[config.mk]
export PLATFORM = sky130hd
export DESIGN_NAME = pngisw_lane
export DESIGN_NICKNAME = d
export VERILOG_FILES = /design/src/hw/rtl/pngisw_pkg.sv /design/src/hw/rtl/pngisw_lane.sv
export SDC_FILE = /design/constraint.sdc
export NUM_CORES = 2
export LEC_CHECK = 0
export BUFFER_PORTS_ARGS = -buffer_cell sky130_fd_sc_hd__buf_2
export CAP_MARGIN = 20
export CORE_UTILIZATION = 50
export DETAILED_ROUTE_END_ITERATION = 6
export HOLD_SLACK_MARGIN = 0.08
export PLACE_DENSITY_LB_ADDON = 0.3
export SYNTH_ARGS = -nofsm -noshare
export SYNTH_HDL_FRONTEND = slang
export SYNTH_SLANG_ARGS = --single-unit
[constraint.sdc]
create_clock -name clk -period 8 [get_ports clk]
set_clock_uncertainty 0.05 [all_clocks]
set_input_delay 2.4 -clock clk [delete_from_list [all_inputs] [get_ports clk]]
set_output_delay 2.4 -clock clk [all_outputs]
set_load 0.005 [all_outputs]
[src/hw/rtl/pngisw_pkg.sv]
`default_nettype none

package pngisw_pkg;

  localparam int DIM_W   = 31;
  localparam int DEPTH_W = 5;
  localparam int KIND_W  = 8;
  localparam int BPP_W   = 7;
  localparam int BITS_W  = DIM_W + BPP_W;
  localparam int RL_W    = 30;
  localparam int PROD_W  = DIM_W + RL_W;
  localparam int TERM_W  = 32;
  localparam int PSUM_W  = TERM_W + 1;
  localparam int BYTES_W = 35;
  localparam int WIN_W   = 4;
  localparam int LANES   = 7;
  localparam int STAGES  = 7;

  localparam logic [KIND_W-1:0] COLOUR_GREY       = 8'd0;
  localparam logic [KIND_W-1:0] COLOUR_RGB        = 8'd2;
  localparam logic [KIND_W-1:0] COLOUR_PALETTE    = 8'd3;
  localparam logic [KIND_W-1:0] COLOUR_GREY_ALPHA = 8'd4;
  localparam logic [KIND_W-1:0] COLOUR_RGBA       = 8'd6;

  localparam logic [KIND_W-1:0] ILACE_NONE  = 8'd0;
  localparam logic [KIND_W-1:0] ILACE_ADAM7 = 8'd1;

  localparam logic [BYTES_W-1:0] WIN_T15 = 35'd16384;
  localparam logic [BYTES_W-1:0] WIN_T14 = 35'd8192;
  localparam logic [BYTES_W-1:0] WIN_T13 = 35'd4096;
  localparam logic [BYTES_W-1:0] WIN_T12 = 35'd2048;
  localparam logic [BYTES_W-1:0] WIN_T11 = 35'd1024;
  localparam logic [BYTES_W-1:0] WIN_T10 = 35'd512;
  localparam logic [BYTES_W-1:0] WIN_T9  = 35'd256;
  localparam logic [WIN_W-1:0]   WIN_MIN = 4'd8;

  // Adam7 pass geometry
  localparam logic [2:0] COL_START [LANES] = '{3'd0, 3'd4, 3'd0, 3'd2, 3'd0, 3'd1, 3'd0};
  localparam logic [1:0] COL_SHIFT [LANES] = '{2'd3, 2'd3, 2'd2, 2'd2, 2'd1, 2'd1, 2'd0};
  localparam logic [2:0] ROW_START [LANES] = '{3'd0, 3'd0, 3'd4, 3'd0, 3'd2, 3'd0, 3'd1};
  localparam logic [1:0] ROW_SHIFT [LANES] = '{2'd3, 2'd3, 2'd3, 2'd2, 2'd2, 2'd1, 2'd1};

  typedef enum logic [1:0] {
    ST_OK            = 2'd0,
    ST_BAD_COLOUR    = 2'd1,
    ST_BAD_INTERLACE = 2'd2,
    ST_OVERFLOW      = 2'd3
  } status_t;

  typedef struct packed {
    logic [DIM_W-1:0]   image_width;
    logic [DIM_W-1:0]   image_height;
    logic [DEPTH_W-1:0] sample_depth;
    logic [KIND_W-1:0]  colour_kind;
    logic [KIND_W-1:0]  interlace_kind;
  } hdr_t;

  typedef struct packed {
    logic [BYTES_W-1:0] data_bytes;
    logic [WIN_W-1:0]   window_bits;
    logic [1:0]         status;
  } res_t;

  typedef struct packed {
    logic mul;
    logic len;
    logic prod;
  } lane_en_t;

  function automatic logic [DIM_W-1:0] pass_count(input logic [DIM_W-1:0] n,
                                                  input logic [2:0] start,
                                                  input logic [1:0] shift);
    logic [DIM_W:0] s;
    s = {1'b0, n} + (({{DIM_W{1'b0}}, 1'b1} << shift) - {{DIM_W{1'b0}}, 1'b1})
        - {{(DIM_W-2){1'b0}}, start};
    return DIM_W'(s >> shift);
  endfunction

endpackage

`default_nettype wire

[src/hw/rtl/pngisw_lane.sv]
`default_nettype none

module pngisw_lane import pngisw_pkg::*; (
  input  logic              clk,
  input  lane_en_t          en,
  input  logic [BPP_W-1:0]  bpp,
  input  logic [DIM_W-1:0]  cols,
  input  logic [DIM_W-1:0]  rows,
  input  logic              use_in,
  output logic [TERM_W-1:0] term,
  output logic              ovf
);

  logic [BITS_W-1:0] bits_a;
  logic [DIM_W-1:0]  rows_a;
  logic              use_a;
  logic [RL_W-1:0]   rl_b;
  logic [DIM_W-1:0]  rows_b;
  logic              ovf_b;
  logic              use_b;
  logic [TERM_W:0]   sum_b;
  logic [PROD_W-1:0] prod_c;

  // bytes per row incl. filter byte; only meaningful when bits fit 32
  assign sum_b  = {1'b0, bits_a[TERM_W-1:0]} + (TERM_W+1)'(7);
  assign prod_c = PROD_W'(rows_b) * PROD_W'(rl_b);

  always_ff @(posedge clk) begin
    if (en.mul) begin
      bits_a <= BITS_W'(cols) * BITS_W'(bpp);
      rows_a <= rows;
      use_a  <= use_in;
    end
    if (en.len) begin
      rl_b   <= sum_b[TERM_W:3] + RL_W'(1);
      ovf_b  <= |bits_a[BITS_W-1:TERM_W];
      rows_b <= rows_a;
      use_b  <= use_a;
    end
    if (en.prod) begin
      if (use_b) begin
        term <= prod_c[TERM_W-1:0];
        ovf  <= ovf_b | (|prod_c[PROD_W-1:TERM_W]);
      end else begin
        term <= '0;
        ovf  <= 1'b0;
      end
    end
  end

endmodule

`default_nettype wire
==> metrics.md <==
| Metric | Value |
|---|---|
| Nets@finish | 5949 |
| Vias | 31.3k |
| Site Rows | 107 |
| Unique masters post-synth | 103 |
| H-tree depth reported by CTS | 4 |
| Min Tclk post-route | 8.06 ns |
| Die extent in x | 295 um |
| Grt ovf | 0 |
| Worst skew pair latency | 0.53 ns |
| Asr flop ratio synth | 0% |
| Final Slew Violations | 0 |
| Setup TNS | -0.0561 ns |
| HP Class | register to register |
| Post-Syn Area | 43000 um^2 |
| Initial antenna violation count | 1 |
| Fraction of the mapped netlist area in simple logic gates | 18.2% |
| Final setup viols | 1 |
| Ys Warns | 0 |
| FMAX | 124 MHz |
| Post-synthesis compound-gate area fraction | 5.54% |
| TritonCTS clock tree | done |
| Period utilisation layout | 101% |
| Antenna violation net count after detailed routing | 0 |
| CTS Sinks | 166 |
| Final Hold Vio Count | 0 |
| Register area | 4980 um^2 |
| Critical Path Max Stage Delay | 0.62 ns |
| Most common flop cell mapped by yosys | edfxtp_1 |
| Syn Nets | 5844 |
| Filler cells | 7564 |
| Setup WS post-layout | -0.0561 ns |
| WP data arrival | 8.25 ns |
| Post-Route WL | 113 mm |
| Critical path capture point type | register |
| CTS buffer count | 17 |
| DR DRC count | 0 |
| First-pass GRT wire length | 184 mm |
| Max Cap Violations | 0 |
| Top layer in use | met4 |
| Met2 routed WL | 57.6 mm |
| I/O Pins | 107 |
| Metal-1 WL | 45.4 mm |
| Vias per cell | 5.43 |
| Dpl hpwl | 94.0 mm |
| Die area | 87200 um^2 |
| CP startpoint kind | register |
| Multi-input logic area | 34300 um^2 |
| PortBufs | 106 |
| Run status | complete, but fails checks |
| Critical path fanouts, max | 9 |
| Clock root cell | clkbuf_16 |
| Post-synth EDFFs | 166 |
| Core area | 85100 um^2 |
| Layout cells sized above 1 | 9.83% |
| Initial DRC count | 1769 |
| Worst Path Required | 8.20 ns |
| Largest net degree at the start of global routing | 51 |
| Initial Util | 50.5% |
| RSZ-0062 raised after global routing | yes |
| RD Place Congestion | 0.974 |
| Largest family of logic cells by synthesized area | adder cells |
| First-pass DRT Iterations | 5 |
| #FFs+latches synth | 166 |
| Critical path's most frequent cell | fa_1 |
| WL/cell | 19.6 um |
| Post-synthesis xor/xnor area fraction | 1.88% |
| WL met3 | 5.40 mm |
| Area growth syn-to-layout | 10.0% |
| CP Class | register to register |
| Slew Limit Headroom | 43.0% |
| Total Routing Usage GR | 27.4% |
| CTS Buffer Depth | 2 |
| Die Y | 295 um |
| Sequential area share after synthesis | 11.6% |
| CP max-delay cell | fa_2 |
| Vias in the first global route | 33.6k |
| Mux share of post-synthesis cell area | 0.142% |
| Syn_area_per_cell | 9.54 um^2 |
| CTS clk-pin slew, worst paths | 0.08 ns |
| Adder-cell share of the synthesized area | 53.2% |
| Syn Inst Count | 4512 |
| Failing checks | setup timing |
| Worst Tran Pin Value | 0.855 ns |
[metrics by stage]
step	cells	hold slack (ns)	setup slack (ns)	cell area [um^2]	utilization [%]
5_1_grt	5773	0.372	-0.261	47400	55.6
4_1_cts	5755	0.361	0.0153	46900	55.0
2_1_floorplan	4512	0.350	0.498	43000	-
6_report	5773	0.363	-0.0561	47400	55.6
3_5_place_dp	5721	0.355	-0.177	46200	54.2
3_3_place_gp	5721	0.351	-0.103	46200	54.2
[synth_stat cells (30+ instances only)]
| library cell | n | area (um^2) |
|---|---|---|
| fa_1 | 952 | 19100 |
| clkbuf_1 | 220 | 826 |
| nor2_1 | 116 | 435 |
| o21ai_0 | 58 | 290 |
| nand4_1 | 32 | 200 |
| and2_1 | 583 | 3650 |
| ha_1 | 306 | 3830 |
| xnor2_1 | 61 | 534 |
| inv_1 | 829 | 3110 |
| a21o_1 | 30 | 225 |
| nand2_1 | 668 | 2510 |
| nor3_1 | 31 | 155 |
| a21oi_1 | 97 | 485 |
| nand3_1 | 43 | 215 |
| edfxtp_1 | 166 | 4980 |
[sequential cells by signal (all words and copies together) (netlist names)]
register / count
rows_a: 31
ovf_b: 1
use_a: 1
rows_b: 31
use_b: 1
term: 32
rl_b: 30
ovf: 1
bits_a: 38
[critical path: cells and delay by family (launching register included)]
family / cells / cell delay (ns)
mux: 1 / 0.24
simple gates: 5 / 0.90
buf+inv: 5 / 0.57
flops: 1 / 0.41
compound gates: 5 / 1.08
fa+ha+maj: 9 / 4.51
[area by class of cell]
| type | instances | share of cell area, % |
|---|---|---|
| Sequential cell | 166 | 10.5 |
| Inverter | 833 | 6.60 |
| Timing Repair Buffer | 327 | 6.13 |
| Tap cell | 1144 | 3.02 |
| Clock inverter | 12 | 0.357 |
| Multi-Input combinational cell | 3272 | 72.5 |
| Clock buffer | 18 | 0.906 |
| Antenna cell | 1 | 0.00528 |
[layer usage]
metal | global-route usage, % | up-vias
met3 | 3.19 | 236
met2 | 47.8 | 893
met1 | 34.5 | 16200
li1 | - | 14000
met4 | 11.6 | 0
met5 | 0 | -
[cells in the final DEF, fill, tap and decap left out, types with 9 or more instances in the layout]
cell type,instances
fa_1,943
inv_1,828
nand2_1,668
and2_1,582
ha_1,297
edfxtp_1,166
buf_4,164
nor2_1,112
buf_2,104
a21oi_1,85
xnor2_1,61
o21ai_0,53
buf_12,51
nand3_1,42
nand4_1,32
nor3_1,31
a21o_1,30
xor2_1,29
clkbuf_16,20
a31oi_1,18
o21a_1,16
o21bai_1,16
o21ai_1,12
a21oi_2,12
and3_1,11
o211ai_1,10
fa_2,9
[kinds of logic (layout without fill, tap and decap cells)]
family          count (synthesis)  count (layout)
compound gates                355             355
simple gates                 1562            1562
buf+inv                      1074            1190
other cells                     0               1
fa+ha+maj                    1258            1258
xor+xnor                       91              91
flops                         166             166
mux                             6               6
[path summary, 6_finish.rpt]
| check | slack [ns] | depth (start not counted) | from | end |
|---|---|---|---|---|
| setup / recovery | -0.06 | 25 | rl_b[6] | ovf |
| hold / removal | 0.36 | 0 | rows_a[30] | rows_b[30] |
| setup reg to reg | -0.06 | 25 | rl_b[6] | ovf |
| hold reg to reg | 0.36 | 0 | rows_a[30] | rows_b[30] |
[timing repair]
item,CTS,global route
cloned,0,3
hold buffers,0,0
setup endpoints to repair,1,1
resized for setup,15,68
pin swaps,3,48
setup buffers,4,14
Power is left out: the tool's default activity adds up to more than one toggle a clock period on the data nets, which glitch-free logic cannot reach.
